--- src/hw/rtl/assert_macros.svh ---
// Assertion helpers shared by the RTL modules.
// Each macro expects signals named clk and rst_n in the enclosing module.
`ifndef ASSERT_MACROS_SVH
`define ASSERT_MACROS_SVH

`define DRGCM_CHECK(lbl, expr) \
    lbl: assert property (@(posedge clk) disable iff (!rst_n) (expr)) \
        else $error("drgcm check failed");

`define DRGCM_IMPLY(lbl, ante, cons) \
    lbl: assert property (@(posedge clk) disable iff (!rst_n) (ante) |-> (cons)) \
        else $error("drgcm implication failed");

`define DRGCM_NEXT(lbl, ante, cons) \
    lbl: assert property (@(posedge clk) disable iff (!rst_n) (ante) |=> (cons)) \
        else $error("drgcm next-cycle check failed");

`endif

--- src/hw/rtl/drgcm_pkg.sv ---
package drgcm_pkg;

    localparam int CENTRE_HALF = 32;
    localparam int MAX_DIM     = 4096;

    localparam int COORD_W    = 12;
    localparam int REG_W      = 13;
    localparam int SHIFT_W    = 12;
    localparam int DEPTH_W    = 16;
    localparam int DIFF_W     = REG_W + 1;
    localparam int POS_W      = REG_W + 3;
    localparam int CNT_W      = $clog2(4 * CENTRE_HALF * CENTRE_HALF + 1);
    localparam int SUM_W      = DEPTH_W + CNT_W;
    localparam int STEP_W     = $clog2(SUM_W);
    localparam int CFG_IDX_W  = 3;
    localparam int CFG_DATA_W = 16;

    typedef enum logic [CFG_IDX_W-1:0] {
        CFG_ROI_LEFT   = 3'd0,
        CFG_ROI_TOP    = 3'd1,
        CFG_ROI_RIGHT  = 3'd2,
        CFG_ROI_BOTTOM = 3'd3,
        CFG_SHIFT_X    = 3'd4,
        CFG_SHIFT_Y    = 3'd5,
        CFG_NEAR_LIMIT = 3'd6,
        CFG_FAR_LIMIT  = 3'd7
    } cfg_idx_t;

    typedef enum logic [1:0] {
        ST_IDLE,
        ST_DIV,
        ST_OUT
    } state_t;

    typedef struct packed {
        logic take;
        logic div_step;
    } cmd_t;

    typedef struct packed {
        logic item_done;
        logic div_last;
    } status_t;

endpackage

--- src/hw/rtl/drgcm_if.sv ---
interface drgcm_in_if;
    import drgcm_pkg::*;

    logic                      valid;
    logic                      ready;
    logic signed [DEPTH_W-1:0] depth_in;

    modport source (output valid, output depth_in, input ready);
    modport sink (input valid, input depth_in, output ready);
endinterface

interface drgcm_out_if;
    import drgcm_pkg::*;

    logic                      valid;
    logic                      ready;
    logic [COORD_W-1:0]        out_row;
    logic [COORD_W-1:0]        out_col;
    logic signed [DEPTH_W-1:0] out_depth;
    logic                      region_done;
    logic signed [DEPTH_W-1:0] centre_mean;

    modport source (output valid, output out_row, output out_col, output out_depth,
                    output region_done, output centre_mean, input ready);
    modport sink (input valid, input out_row, input out_col, input out_depth,
                  input region_done, input centre_mean, output ready);
endinterface

--- src/hw/rtl/drgcm_ctrl.sv ---
module drgcm_ctrl (
    input  logic               clk,
    input  logic               rst_n,
    input  logic               in_valid,
    output logic               in_ready,
    output logic               out_valid,
    input  logic               out_ready,
    input  drgcm_pkg::status_t status,
    output drgcm_pkg::cmd_t    cmd
);
    import drgcm_pkg::*;

    state_t state_reg;
    state_t state_next;

    always_ff @(posedge clk or negedge rst_n)
    begin
        if (!rst_n)
        begin
            state_reg <= ST_IDLE;
        end
        else
        begin
            state_reg <= state_next;
        end
    end

    always_comb
    begin
        state_next = state_reg;
        unique case (state_reg)
            ST_IDLE:
            begin
                if (in_valid)
                begin
                    state_next = status.item_done ? ST_DIV : ST_OUT;
                end
            end
            ST_DIV:
            begin
                if (status.div_last)
                begin
                    state_next = ST_OUT;
                end
            end
            ST_OUT:
            begin
                if (out_ready)
                begin
                    state_next = ST_IDLE;
                end
            end
            default:
            begin
                state_next = ST_IDLE;
            end
        endcase
    end

    always_comb
    begin
        in_ready     = 1'b0;
        out_valid    = 1'b0;
        cmd.take     = 1'b0;
        cmd.div_step = 1'b0;
        unique case (state_reg)
            ST_IDLE:
            begin
                in_ready = 1'b1;
                cmd.take = in_valid;
            end
            ST_DIV:
            begin
                cmd.div_step = 1'b1;
            end
            ST_OUT:
            begin
                out_valid = 1'b1;
            end
            default:
            begin
                in_ready = 1'b0;
            end
        endcase
    end

    `include "assert_macros.svh"

    `DRGCM_CHECK(a_ready_valid_excl, !(in_ready && out_valid))
    `DRGCM_NEXT(a_done_goes_div, in_valid && in_ready && status.item_done, state_reg == ST_DIV)
    `DRGCM_NEXT(a_div_then_out, (state_reg == ST_DIV) && status.div_last, out_valid)

endmodule

--- src/hw/rtl/drgcm_dp.sv ---
module drgcm_dp (
    input  logic                                 clk,
    input  logic                                 rst_n,
    input  logic                                 cfg_we,
    input  logic [drgcm_pkg::CFG_IDX_W-1:0]      cfg_index,
    input  logic [drgcm_pkg::CFG_DATA_W-1:0]     cfg_data,
    input  logic signed [drgcm_pkg::DEPTH_W-1:0] depth_in,
    input  drgcm_pkg::cmd_t                      cmd,
    output drgcm_pkg::status_t                   status,
    output logic [drgcm_pkg::COORD_W-1:0]        out_row,
    output logic [drgcm_pkg::COORD_W-1:0]        out_col,
    output logic signed [drgcm_pkg::DEPTH_W-1:0] out_depth,
    output logic                                 region_done,
    output logic signed [drgcm_pkg::DEPTH_W-1:0] centre_mean
);
    import drgcm_pkg::*;

    logic [REG_W-1:0]          left_reg;
    logic [REG_W-1:0]          top_reg;
    logic [REG_W-1:0]          right_reg;
    logic [REG_W-1:0]          bottom_reg;
    logic [SHIFT_W-1:0]        shift_x_reg;
    logic [SHIFT_W-1:0]        shift_y_reg;
    logic signed [DEPTH_W-1:0] near_reg;
    logic signed [DEPTH_W-1:0] far_reg;

    logic [COORD_W-1:0]        col_cnt_reg;
    logic [COORD_W-1:0]        col_cnt_next;
    logic [COORD_W-1:0]        row_cnt_reg;
    logic [COORD_W-1:0]        row_cnt_next;
    logic signed [SUM_W-1:0]   sum_reg;
    logic signed [SUM_W-1:0]   sum_next;
    logic [CNT_W-1:0]          cnt_reg;
    logic [CNT_W-1:0]          cnt_next;

    logic [SUM_W-1:0]          dvd_reg;
    logic [SUM_W-1:0]          dvd_next;
    logic [CNT_W-1:0]          rem_reg;
    logic [CNT_W-1:0]          rem_next;
    logic [CNT_W-1:0]          dvs_reg;
    logic                      neg_reg;
    logic [STEP_W-1:0]         step_reg;

    logic [COORD_W-1:0]        row_reg;
    logic [COORD_W-1:0]        col_reg;
    logic signed [DEPTH_W-1:0] depth_reg;
    logic                      done_reg;
    logic signed [DEPTH_W-1:0] mean_reg;
    logic signed [DEPTH_W-1:0] mean_next;

    logic signed [DIFF_W-1:0]  dx;
    logic signed [DIFF_W-1:0]  dy;
    logic [DIFF_W-1:0]         col_lim;
    logic [DIFF_W-1:0]         row_lim;
    logic signed [DIFF_W-1:0]  hx;
    logic signed [DIFF_W-1:0]  hy;
    logic signed [POS_W-1:0]   cl;
    logic signed [POS_W-1:0]   ct;
    logic signed [POS_W-1:0]   col_pos;
    logic signed [POS_W-1:0]   row_pos;
    logic                      last_col;
    logic                      last_row;
    logic                      item_done;
    logic                      in_band;
    logic                      in_centre;
    logic [SUM_W-1:0]          sum_mag;
    logic [CNT_W:0]            rem_sh;
    logic                      fits;
    logic [SUM_W-1:0]          quo;

    always_ff @(posedge clk or negedge rst_n)
    begin
        if (!rst_n)
        begin
            left_reg    <= '0;
            top_reg     <= '0;
            right_reg   <= REG_W'(640);
            bottom_reg  <= REG_W'(480);
            shift_x_reg <= '0;
            shift_y_reg <= '0;
            near_reg    <= '0;
            far_reg     <= DEPTH_W'(32767);
        end
        else if (cfg_we)
        begin
            unique case (cfg_idx_t'(cfg_index))
                CFG_ROI_LEFT:   left_reg    <= cfg_data[REG_W-1:0];
                CFG_ROI_TOP:    top_reg     <= cfg_data[REG_W-1:0];
                CFG_ROI_RIGHT:  right_reg   <= cfg_data[REG_W-1:0];
                CFG_ROI_BOTTOM: bottom_reg  <= cfg_data[REG_W-1:0];
                CFG_SHIFT_X:    shift_x_reg <= cfg_data[SHIFT_W-1:0];
                CFG_SHIFT_Y:    shift_y_reg <= cfg_data[SHIFT_W-1:0];
                CFG_NEAR_LIMIT: near_reg    <= $signed(cfg_data[DEPTH_W-1:0]);
                CFG_FAR_LIMIT:  far_reg     <= $signed(cfg_data[DEPTH_W-1:0]);
                default:        left_reg    <= left_reg;
            endcase
        end
    end

    always_comb
    begin
        dx = $signed({1'b0, right_reg}) - $signed({1'b0, left_reg});
        dy = $signed({1'b0, bottom_reg}) - $signed({1'b0, top_reg});

        if (dx < $signed(DIFF_W'(1)))
        begin
            col_lim = '0;
        end
        else if (dx > $signed(DIFF_W'(MAX_DIM)))
        begin
            col_lim = DIFF_W'(MAX_DIM - 1);
        end
        else
        begin
            col_lim = DIFF_W'(dx - $signed(DIFF_W'(1)));
        end

        if (dy < $signed(DIFF_W'(1)))
        begin
            row_lim = '0;
        end
        else if (dy > $signed(DIFF_W'(MAX_DIM)))
        begin
            row_lim = DIFF_W'(MAX_DIM - 1);
        end
        else
        begin
            row_lim = DIFF_W'(dy - $signed(DIFF_W'(1)));
        end

        last_col  = {{(DIFF_W-COORD_W){1'b0}}, col_cnt_reg} >= col_lim;
        last_row  = {{(DIFF_W-COORD_W){1'b0}}, row_cnt_reg} >= row_lim;
        item_done = last_col && last_row;

        hx = (dx + $signed({{(DIFF_W-1){1'b0}}, dx[DIFF_W-1]})) >>> 1;
        hy = (dy + $signed({{(DIFF_W-1){1'b0}}, dy[DIFF_W-1]})) >>> 1;

        cl = $signed({{(POS_W-REG_W){1'b0}}, left_reg})
             + $signed({{(POS_W-DIFF_W){hx[DIFF_W-1]}}, hx})
             + $signed({{(POS_W-SHIFT_W){shift_x_reg[SHIFT_W-1]}}, shift_x_reg})
             - $signed(POS_W'(CENTRE_HALF));
        ct = $signed({{(POS_W-REG_W){1'b0}}, top_reg})
             + $signed({{(POS_W-DIFF_W){hy[DIFF_W-1]}}, hy})
             + $signed({{(POS_W-SHIFT_W){shift_y_reg[SHIFT_W-1]}}, shift_y_reg})
             - $signed(POS_W'(CENTRE_HALF));

        col_pos = $signed({{(POS_W-REG_W){1'b0}}, left_reg}
                          + {{(POS_W-COORD_W){1'b0}}, col_cnt_reg});
        row_pos = $signed({{(POS_W-REG_W){1'b0}}, top_reg}
                          + {{(POS_W-COORD_W){1'b0}}, row_cnt_reg});

        in_band   = (depth_in >= near_reg) && (depth_in <= far_reg);
        in_centre = (col_pos >= cl) && (col_pos < cl + $signed(POS_W'(2 * CENTRE_HALF)))
                    && (row_pos >= ct)
                    && (row_pos < ct + $signed(POS_W'(2 * CENTRE_HALF)));

        if (in_band && in_centre)
        begin
            sum_next = sum_reg + $signed({{(SUM_W-DEPTH_W){depth_in[DEPTH_W-1]}}, depth_in});
            cnt_next = cnt_reg + CNT_W'(1);
        end
        else
        begin
            sum_next = sum_reg;
            cnt_next = cnt_reg;
        end

        if (item_done)
        begin
            col_cnt_next = '0;
            row_cnt_next = '0;
        end
        else if (last_col)
        begin
            col_cnt_next = '0;
            row_cnt_next = row_cnt_reg + COORD_W'(1);
        end
        else
        begin
            col_cnt_next = col_cnt_reg + COORD_W'(1);
            row_cnt_next = row_cnt_reg;
        end

        sum_mag = sum_next[SUM_W-1] ? SUM_W'(-sum_next) : SUM_W'(sum_next);

        rem_sh   = {rem_reg, dvd_reg[SUM_W-1]};
        fits     = rem_sh >= {1'b0, dvs_reg};
        rem_next = fits ? CNT_W'(rem_sh - {1'b0, dvs_reg}) : rem_sh[CNT_W-1:0];
        dvd_next = {dvd_reg[SUM_W-2:0], fits};
        quo      = neg_reg ? SUM_W'(-dvd_next) : dvd_next;
        mean_next = (dvs_reg == '0) ? '0 : $signed(quo[DEPTH_W-1:0]);
    end

    always_ff @(posedge clk or negedge rst_n)
    begin
        if (!rst_n)
        begin
            col_cnt_reg <= '0;
            row_cnt_reg <= '0;
            sum_reg     <= '0;
            cnt_reg     <= '0;
            step_reg    <= '0;
            row_reg     <= '0;
            col_reg     <= '0;
            depth_reg   <= '0;
            done_reg    <= 1'b0;
            mean_reg    <= '0;
        end
        else if (cmd.take)
        begin
            col_cnt_reg <= col_cnt_next;
            row_cnt_reg <= row_cnt_next;
            sum_reg     <= item_done ? '0 : sum_next;
            cnt_reg     <= item_done ? '0 : cnt_next;
            step_reg    <= STEP_W'(SUM_W - 1);
            row_reg     <= row_pos[COORD_W-1:0];
            col_reg     <= col_pos[COORD_W-1:0];
            depth_reg   <= in_band ? depth_in : '0;
            done_reg    <= item_done;
            mean_reg    <= '0;
        end
        else if (cmd.div_step)
        begin
            step_reg <= step_reg - STEP_W'(1);
            if (step_reg == '0)
            begin
                mean_reg <= mean_next;
            end
        end
    end

    always_ff @(posedge clk)
    begin
        if (cmd.take)
        begin
            dvd_reg <= sum_mag;
            rem_reg <= '0;
            dvs_reg <= cnt_next;
            neg_reg <= sum_next[SUM_W-1];
        end
        else if (cmd.div_step)
        begin
            dvd_reg <= dvd_next;
            rem_reg <= rem_next;
        end
    end

    assign status.item_done = item_done;
    assign status.div_last  = (step_reg == '0);

    assign out_row     = row_reg;
    assign out_col     = col_reg;
    assign out_depth   = depth_reg;
    assign region_done = done_reg;
    assign centre_mean = mean_reg;

    `include "assert_macros.svh"

    `DRGCM_IMPLY(a_mean_zero_mid, !done_reg, mean_reg == '0)
    `DRGCM_NEXT(a_region_clears, cmd.take && item_done, (cnt_reg == '0) && (col_cnt_reg == '0))
    `DRGCM_NEXT(a_row_advances, cmd.take && last_col && !last_row, col_cnt_reg == '0)

endmodule

--- src/hw/rtl/depth_roi_gate_center_mean.sv ---
// Depth region-of-interest gate with centre-square mean.
// Depth pixels of one region arrive on in_ch in raster order, one per transaction.
// Each accepted pixel yields one transaction on out_ch carrying its destination
// row and column, the depth gated to the near..far band (zero outside it), a flag
// on the region's last pixel and, with that flag, the truncated signed mean of the
// in-band pixels inside the centre square (zero when there were none).
// Configuration is to be written by the user through cfg_we, cfg_index and cfg_data
// only while the block is idle; the block does not enforce this. Registers follow
// the documented index order. One pixel is held at a time. A pixel is accepted in
// one cycle and, unless it is the region's last, its result is presented in the
// next. The region's last pixel first passes through the bit-serial divider that
// forms the mean, one quotient bit per cycle.
// While a result waits on out_ch, in_ch.ready stays low and the result holds.
// Reset loads the register defaults (region 640 by 480 at the origin, band 0 to
// 32767, no shift) and clears the row and column counters and the accumulators.
module depth_roi_gate_center_mean (
    input  logic                             clk,
    input  logic                             rst_n,
    input  logic                             cfg_we,
    input  logic [drgcm_pkg::CFG_IDX_W-1:0]  cfg_index,
    input  logic [drgcm_pkg::CFG_DATA_W-1:0] cfg_data,
    drgcm_in_if.sink                         in_ch,
    drgcm_out_if.source                      out_ch
);
    import drgcm_pkg::*;

    cmd_t    cmd;
    status_t status;

    drgcm_ctrl u_ctrl (
        .clk       (clk),
        .rst_n     (rst_n),
        .in_valid  (in_ch.valid),
        .in_ready  (in_ch.ready),
        .out_valid (out_ch.valid),
        .out_ready (out_ch.ready),
        .status    (status),
        .cmd       (cmd)
    );

    drgcm_dp u_dp (
        .clk         (clk),
        .rst_n       (rst_n),
        .cfg_we      (cfg_we),
        .cfg_index   (cfg_index),
        .cfg_data    (cfg_data),
        .depth_in    (in_ch.depth_in),
        .cmd         (cmd),
        .status      (status),
        .out_row     (out_ch.out_row),
        .out_col     (out_ch.out_col),
        .out_depth   (out_ch.out_depth),
        .region_done (out_ch.region_done),
        .centre_mean (out_ch.centre_mean)
    );

endmodule

--- src/flat_wrapper.sv ---
// flat-port wrapper written by rule: the top's interface ports become plain ports
module depth_roi_gate_center_mean_flat import drgcm_pkg::*;
  (clk, rst_n, cfg_we, cfg_index, cfg_data, in_ch_valid, in_ch_depth_in, in_ch_ready, out_ch_valid, out_ch_out_row, out_ch_out_col, out_ch_out_depth, out_ch_region_done, out_ch_centre_mean, out_ch_ready);
  drgcm_in_if in_ch_i ();
  drgcm_out_if out_ch_i ();
  input  logic clk;
  input  logic rst_n;
  input  logic cfg_we;
  input  logic [drgcm_pkg::CFG_IDX_W-1:0] cfg_index;
  input  logic [drgcm_pkg::CFG_DATA_W-1:0] cfg_data;
  input wire logic [$bits(in_ch_i.valid)-1:0] in_ch_valid;
  input wire logic [$bits(in_ch_i.depth_in)-1:0] in_ch_depth_in;
  output wire logic [$bits(in_ch_i.ready)-1:0] in_ch_ready;
  output wire logic [$bits(out_ch_i.valid)-1:0] out_ch_valid;
  output wire logic [$bits(out_ch_i.out_row)-1:0] out_ch_out_row;
  output wire logic [$bits(out_ch_i.out_col)-1:0] out_ch_out_col;
  output wire logic [$bits(out_ch_i.out_depth)-1:0] out_ch_out_depth;
  output wire logic [$bits(out_ch_i.region_done)-1:0] out_ch_region_done;
  output wire logic [$bits(out_ch_i.centre_mean)-1:0] out_ch_centre_mean;
  input wire logic [$bits(out_ch_i.ready)-1:0] out_ch_ready;
  assign in_ch_i.valid = in_ch_valid;
  assign in_ch_i.depth_in = in_ch_depth_in;
  assign in_ch_ready = in_ch_i.ready;
  assign out_ch_valid = out_ch_i.valid;
  assign out_ch_out_row = out_ch_i.out_row;
  assign out_ch_out_col = out_ch_i.out_col;
  assign out_ch_out_depth = out_ch_i.out_depth;
  assign out_ch_region_done = out_ch_i.region_done;
  assign out_ch_centre_mean = out_ch_i.centre_mean;
  assign out_ch_i.ready = out_ch_ready;
  depth_roi_gate_center_mean u_core (.clk(clk), .rst_n(rst_n), .cfg_we(cfg_we), .cfg_index(cfg_index), .cfg_data(cfg_data), .in_ch(in_ch_i), .out_ch(out_ch_i));
endmodule
--- config.mk ---
export PLATFORM = sky130hd
export DESIGN_NAME = depth_roi_gate_center_mean_flat
export DESIGN_NICKNAME = d
export VERILOG_FILES = /design/src/hw/rtl/drgcm_pkg.sv /design/src/hw/rtl/drgcm_if.sv /design/src/hw/rtl/drgcm_ctrl.sv /design/src/hw/rtl/drgcm_dp.sv /design/src/hw/rtl/depth_roi_gate_center_mean.sv /design/src/flat_wrapper.sv
export VERILOG_INCLUDE_DIRS = /design/src /design/src/hw/rtl
export SDC_FILE = /design/constraint.sdc
export NUM_CORES = 1
export LEC_CHECK = 0
export ABC_AREA = 1
export BUFFER_PORTS_ARGS = -buffer_cell sky130_fd_sc_hd__buf_2
export CAP_MARGIN = 10
export CELL_PAD_IN_SITES_DETAIL_PLACEMENT = 1
export CELL_PAD_IN_SITES_GLOBAL_PLACEMENT = 2
export CORE_MARGIN = 10
export CORE_UTILIZATION = 37
export CTS_CLUSTER_SIZE = 8
export DETAILED_ROUTE_END_ITERATION = 10
export PLACE_DENSITY_LB_ADDON = 0.25
export SYNTH_ARGS = -nofsm -noshare
export SYNTH_HDL_FRONTEND = slang
export SYNTH_SLANG_ARGS = --single-unit
--- constraint.sdc ---
create_clock -name clk -period 9.18 [get_ports clk]
set_input_delay 0.918 -clock clk [delete_from_list [all_inputs] [get_ports clk]]
set_output_delay 0.918 -clock clk [all_outputs]
set_load 0.01 [all_outputs]
Word level (Yosys, flattened, before mapping)

Cells that the tools add are included.

Add/sub/neg operators: 24
Magnitude comparators: 13
Eq/ne operators: 12
Shifts and indexed selects: 0
Divide/modulo/power cells: 0
Bitwise operators: 0
Mux-type cells: 33
Reduce and logical (&&, ||, !) cells: 24
Multipliers: 0

Operator list:

| cell                  | count |
|---|---|
| $mux 29               | 5 |
| $mux 16               | 6 |
| $mux 14               | 4 |
| $mux 12               | 4 |
| $mux 13               | 3 |
| $add 15x12->16        | 2 |
| $add 16x8->16 const B | 2 |
| $ge 15x16->1          | 2 |
| $lt 15x16->1          | 2 |
| $sub 16x7->16 const B | 2 |
| $add 14x13->15        | 2 |
| $add 29x16->29        | 1 |
| $neg 29->29           | 1 |
| $add 13x12->14        | 2 |
| $add 14x2->14         | 2 |
| $ge 12x14->1          | 2 |
| $gt 14x14->1 const B  | 2 |
| $lt 14x2->1 const B   | 2 |
| $sub 13x13->14        | 2 |
| $sub 14x2->14 const B | 2 |
| $add 12x1->12 const B | 2 |
| $reduce_and 2->1      | 10 |
| $ge 16x16->1          | 1 |
| $le 16x16->1          | 1 |
| other kinds (23)      | 42 |

Logic and storage cells: 129
Memory bits (writable): 0
Latch bits: 0
ROM bits: 0
Memories: 0
Flip-flop bits (word level): 294

Logic depth before layout (Yosys ltp)

Depth in word-level cells: 15
Mapped depth: 58

Cells and area by module

From an unflattened synthesis, not the netlist that was laid out.

Cells, all modules: 3270
Area total of the unflattened synthesis: 24139.4 um2

Modules (own cells, without submodules):

| module     | area an instance (um2) | cells an instance | times used |
|---|---|---|---|
| drgcm_dp   | 24004.3                | 3249              | 1 |
| drgcm_ctrl | 135.1                  | 21                | 1 |

Worst setup path after synthesis

Ideal clock, no wire load.

Path kind: register to register
Start point: reg u_core.u_dp.bottom_reg[6]
End point: reg u_core.u_dp.dvd_reg[26] (data pin)
Cell stages (with the launch flop): 53
Slack: 2021 ps
Data arrival time: 6907 ps
Clock period less this slack: 7159 ps
Library setup time: 252 ps
Cells stage by stage: dfstp_2 > ha_1 > a21oi_1 > a21boi_0 > inv_1 > nand2_1 > o2111ai_1 > nand2_1 > nand2_1 > a21oi_1 > inv_1 > nor2_1 > ha_1 > nand2_1 > nor2_1 > nand2_1 > or3_1 > nor2_1 > (+17 left out) > inv_1 > nand2_1 > nand2_1 > nand3_1 > nand2_1 > inv_2 > nand3_4 > buf_6 > nand2_1 > o21ai_1 > ha_1 > nand3_2 > nor2_2 > nand4_2 > nand2_2 > nand2_1 > nand2_1 > nand2_1

Cells in the longest elaborated chain, start to end: 13

Ends and longest elaborated chain:

| element                                                  | RTL line                         | RTL |
|---|---|---|
| start, declared                                          | drgcm_dp.sv:21                   | `logic [REG_W-1:0] bottom_reg;` |
| start signal, assigned                                   | drgcm_dp.sv:90                   | `CFG_ROI_BOTTOM: bottom_reg <= cfg_data[REG_W-1:0];` |
| $sub 13x13->14 *                                         | drgcm_dp.sv:103                  | `dy = $signed({1'b0, bottom_reg}) - $signed({1'b0, top_reg});` |
| $add 14x2->14 *                                          | drgcm_dp.sv:136                  | `hy = (dy + $signed({{(DIFF_W-1){1'b0}}, dy[DIFF_W-1]})) >>> 1;` |
| $add 14x13->15 *                                         | drgcm_dp.sv:143                  | `+ $signed({{(POS_W-DIFF_W){hy[DIFF_W-1]}}, hy})` |
| $add 15x12->16 *                                         | drgcm_dp.sv:144                  | `+ $signed({{(POS_W-SHIFT_W){shift_y_reg[SHIFT_W-1]}}, shift_y_reg})` |
| $sub 16x7->16 *                                          | drgcm_dp.sv:145                  | `- $signed(POS_W'(CENTRE_HALF));` |
| $add 16x8->16 / $ge 15x16->1 (equally long branches)     | drgcm_dp.sv:155, drgcm_dp.sv:154 |  |
| $lt 15x16->1 / $logic_and 1x1->1 (equally long branches) | drgcm_dp.sv:155, drgcm_dp.sv:154 |  |
| $logic_and 1x1->1 *                                      | drgcm_dp.sv:155                  | `&& (row_pos < ct + $signed(POS_W'(2 * CENTRE_HALF)));` |
| $logic_and 1x1->1 *                                      | drgcm_dp.sv:157                  | `if (in_band && in_centre)` |
| $mux 29 *                                                | drgcm_dp.sv:157                  |  |
| $neg 29->29                                              | drgcm_dp.sv:184                  | `sum_mag = sum_next[SUM_W-1] ? SUM_W'(-sum_next) : SUM_W'(sum_next);` |
| $mux 29 *                                                | drgcm_dp.sv:184                  |  |
| $mux 29 *                                                | drgcm_dp.sv:234                  | `if (cmd.take)` |
| end signal, assigned                                     | drgcm_dp.sv:236                  | `dvd_reg <= sum_mag;` |
| end signal, assigned                                     | drgcm_dp.sv:243                  | `dvd_reg <= dvd_next;` |
| end, declared                                            | drgcm_dp.sv:36                   | `logic [SUM_W-1:0] dvd_reg;` |

Mark *: on every way between the ends. The rest lies on a longest branch, timed or not.
A chain may end at the register's enable or synchronous reset.

Worst setup path after layout

Start point: reg u_core.u_dp.left_reg[2]
End point: reg u_core.u_dp.dvd_reg[26] (data pin)

Cells in the longest elaborated chain, start to end: 15

Ends and longest elaborated chain:

| element                | RTL line        | RTL |
|---|---|---|
| start, declared        | drgcm_dp.sv:18  | `logic [REG_W-1:0] left_reg;` |
| start signal, assigned | drgcm_dp.sv:87  | `CFG_ROI_LEFT: left_reg <= cfg_data[REG_W-1:0];` |
| start signal, assigned | drgcm_dp.sv:95  | `default: left_reg <= left_reg;` |
| $sub 13x13->14         | drgcm_dp.sv:102 | `dx = $signed({1'b0, right_reg}) - $signed({1'b0, left_reg});` |
| $add 14x2->14          | drgcm_dp.sv:135 | `hx = (dx + $signed({{(DIFF_W-1){1'b0}}, dx[DIFF_W-1]})) >>> 1;` |
| $add 14x13->15         | drgcm_dp.sv:139 | `+ $signed({{(POS_W-DIFF_W){hx[DIFF_W-1]}}, hx})` |
| $add 15x12->16         | drgcm_dp.sv:140 | `+ $signed({{(POS_W-SHIFT_W){shift_x_reg[SHIFT_W-1]}}, shift_x_reg})` |
| $sub 16x7->16          | drgcm_dp.sv:141 | `- $signed(POS_W'(CENTRE_HALF));` |
| $add 16x8->16          | drgcm_dp.sv:153 | `in_centre = (col_pos >= cl) && (col_pos < cl + $signed(POS_W'(2 * CENTRE_HALF)))` |
| $lt 15x16->1           | drgcm_dp.sv:153 |  |
| $logic_and 1x1->1 *    | drgcm_dp.sv:153 |  |
| $logic_and 1x1->1 *    | drgcm_dp.sv:154 | `&& (row_pos >= ct)` |
| $logic_and 1x1->1 *    | drgcm_dp.sv:155 |  |
| $logic_and 1x1->1 *    | drgcm_dp.sv:157 |  |
| $mux 29 *              | drgcm_dp.sv:157 |  |
| $neg 29->29            | drgcm_dp.sv:184 |  |
| $mux 29 *              | drgcm_dp.sv:184 |  |
| $mux 29 *              | drgcm_dp.sv:234 |  |

Marked as above.

==> summary.md <==
| Metric | Value |
|---|---|
| Crit-path max cell delay | `510 ps` |
| CP Capture Type | `register` |
| Fmax | `118.4 MHz` |
| Vias/cell | `5.131` |
| Tot GR Track Use | `21.78%` |
| Worst Tran Pin Value | `1120 ps` |
| Finished Core Util | `41.81%` |
| HP Class | `primary input to asynchronous set/reset pin` |
| Type of the worst setup path | `register to register` |
| Critical path's most frequent cell | `nand2_1` |
| Clock skew after layout | `28.69 ps` |
| Synth top area cells | `dfrtp_1, nand2_1, ha_1` |
| Max_cap viols | `0` |
| Rel. slew slack | `25.19%` |
| Syn nets | `3667` |
| FF+latch count, synth | `294` |
| Share of layout cells above drive strength 1 | `7.857%` |
| Clock slew at reported path FFs | `50 ps` |
| TNS Setup | `0 ps` |
| Final Hold Viols | `0` |
| Count of cell types in the netlist | `59` |
| Register area share after synthesis | `31.09%` |
| Post-Synthesis Cell Area | `24230 sq um` |
| Layout area overhead | `11.65%` |
| CTS Root Buffer Type | `clkbuf_16` |
| Skew-Pair Late Insertion Delay | `580 ps` |
| Final GP Congestion | `0.8867` |
| Cell Area, Placed | `25630 sq um` |
| Grt ovf | `0` |
| CTS Buf Count | `44` |
| Setup slack after layout | `735.0 ps` |
| Port Buffers | `98` |
| Startpoint Class | `register` |
| H-tree levels | `2` |
| RSZ-0062 raised after global routing | `no` |
| Die W | `275.9 um` |
| Post-place setup slack | `265.4 ps` |
| Initial antenna violation count | `1` |
| WL final | `83.07 mm` |
| DRT iter0 DRCs | `1124` |
| Post-route cell area | `27050 sq um` |
| Worst Path Arrival | `8780 ps` |
| Die ar. | `76120 sq um` |
| Slew Viols, Final | `0` |
| Largest net degree at the start of global routing | `74` |
| Clock sinks | `294` |
| CTS tree | `yes` |
| Status | `completed` |
| Fin crit period | `8445 ps` |
| Initial Utilization | `37.45%` |
| Worst path required time | `9510 ps` |
| Syn Area/Cell | `7.274 sq um` |
| Final-stage net count | `3763` |
| Tcrit/Tclk final | `91.99%` |
| Die Y | `275.9 um` |
| Vias in the first global route | `23.59k` |
| Drt first pass iters | `5` |
| First-pass GRT wire length | `131.2 mm` |
| Max Root-Sink Buffers | `3` |
| Top Ports | `99` |
| Post-DP HPWL | `67.09 mm` |
| Synth top area share | `22.41%` |
| Synth warnings | `0` |
| Drt drc | `0` |
| Core area | `64700 sq um` |
| Gate Count Post-Synth | `3331` |
| Area leader, netlist | `dfrtp_1` |
| Row cnt | `93` |
| Crit-path slowest cell | `fa_1` |
| Vias | `22.15k` |
| Final setup vio count | `0` |
| CP Max Fanout | `16` |
| Reg-to-reg slack, setup | `730 ps` |
| Antenna viol nets, final | `0` |
| Post-DR wirelength/cell | `19.24 um` |
## routing by layer
layer	vias up	global-route usage [%]	share of wire, %
met4	0	5.621	2.2
met1	10820	29.68	48
li1	10990	-	-
met2	259	36.34	46
met5	-	0	0
met3	87	2.260	3.1
## critical path, delay by kind of cell, from the launching register on
family,cells,cell delay [ps]
and+or+nand+nor,32,3120
adders and majority gates,7,2480
AOI/OAI and AO/OA,3,900
buffers and inverters,6,660
xor gates and xnor gates,2,610
DFF,1,410
## through the flow
| step | std cells | hold WS, ps |
|---|---|---|
| finish | 4318 | 225.3 |
| global route | 4318 | 245.5 |
| CTS | 4313 | 224.5 |
| detailed placement | 4232 | 463.4 |
| global placement | 4232 | 457.8 |
| floorplan | 3331 | 453.0 |
## cells in the mapped netlist, drive strengths merged
| cell type | instances |
|---|---|
| or4 | 1 |
| nand2 | 895 |
| clkbuf | 47 |
| o31ai | 19 |
| o221ai | 3 |
| nand4 | 46 |
| o21bai | 16 |
| nand3b | 13 |
| xnor2 | 23 |
| clkinv | 8 |
| dfrtp | 217 |
| o21a | 11 |
| a21o | 4 |
| nor3 | 47 |
| o2111ai | 3 |
| ha | 262 |
| dfstp | 21 |
| nor3b | 1 |
| a31o | 1 |
| o21ai | 280 |
| fa | 34 |
| o22ai | 13 |
| dfxtp | 13 |
| a21boi | 5 |
| a21oi | 166 |
| inv | 532 |
| edfxtp | 43 |
| xor2 | 114 |
| a211oi | 7 |
| o211ai | 9 |
| or2 | 12 |
| nor4 | 7 |
| a32o | 2 |
| nand3 | 194 |
| buf | 22 |
| nor2 | 225 |
| a221oi | 1 |
| a31oi | 6 |
| or3 | 1 |
| and2 | 3 |
| a22o | 4 |
## cells by family (layout without fill, tap and decap cells)
kind of cell	Yosys count	count (layout)	synth area share [%]
and+or+nand+nor	1445	1445	25.23
adders and majority gates	296	296	16.34
xor gates and xnor gates	137	137	5.045
buffers and inverters	609	740	9.657
AOI/OAI and AO/OA	550	550	12.64
other	0	1	0
DFF	294	294	31.09
## what timing repair did
action	CTS	global route
setup buffers	0	4
setup endpoints to repair	0	28
hold buffers	0	0
gates resized for setup	0	21
## worst paths after layout
path | startpoint | end | depth (start not counted)
min reg2reg | u_core.u_dp.centre_mean[5] | u_core.u_dp.centre_mean[5] | 2
max reg2reg | u_core.u_dp.left_reg[2] | u_core.u_dp.dvd_reg[26] | 50
min in group clk | u_core.u_dp.centre_mean[5] | u_core.u_dp.centre_mean[5] | 2
max | u_core.u_dp.left_reg[2] | u_core.u_dp.dvd_reg[26] | 50
min | rst_n | u_core.u_dp.sum_reg[19] | 1
max in group asynchronous | rst_n | u_core.u_dp.right_reg[10] | 2
## cell usage in the layout, fill, tap and decap left out, drive strengths merged, types with 5 or more instances in the layout
cell / n
nor3: 47
dfstp: 21
o21a: 11
or2: 12
xor2: 114
nor2: 225
nor4: 7
buf: 119
o21bai: 16
a21oi: 166
nand3b: 13
clkinv: 10
a211oi: 7
ha: 262
nand4: 46
dfxtp: 13
inv: 532
nand3: 194
a31oi: 6
o22ai: 13
xnor2: 23
dfrtp: 217
nand2: 895
o211ai: 9
a21boi: 5
o21ai: 280
o31ai: 19
clkbuf: 78
fa: 34
edfxtp: 43
## cell type report
class                      count  area (sq um)
fill                        8231         37650
multi-input combinational   2428         14410
sequential                   294          7533
inverter                     540          2042
clock buffer                  78          1269
tap                          855          1070
timing repair buffer         119         665.6
clock inverter                 3         55.05
antenna                        1         2.502
Power is left out: the tool's default activity adds up to more than one toggle a clock period on the data nets, which glitch-free logic cannot reach.
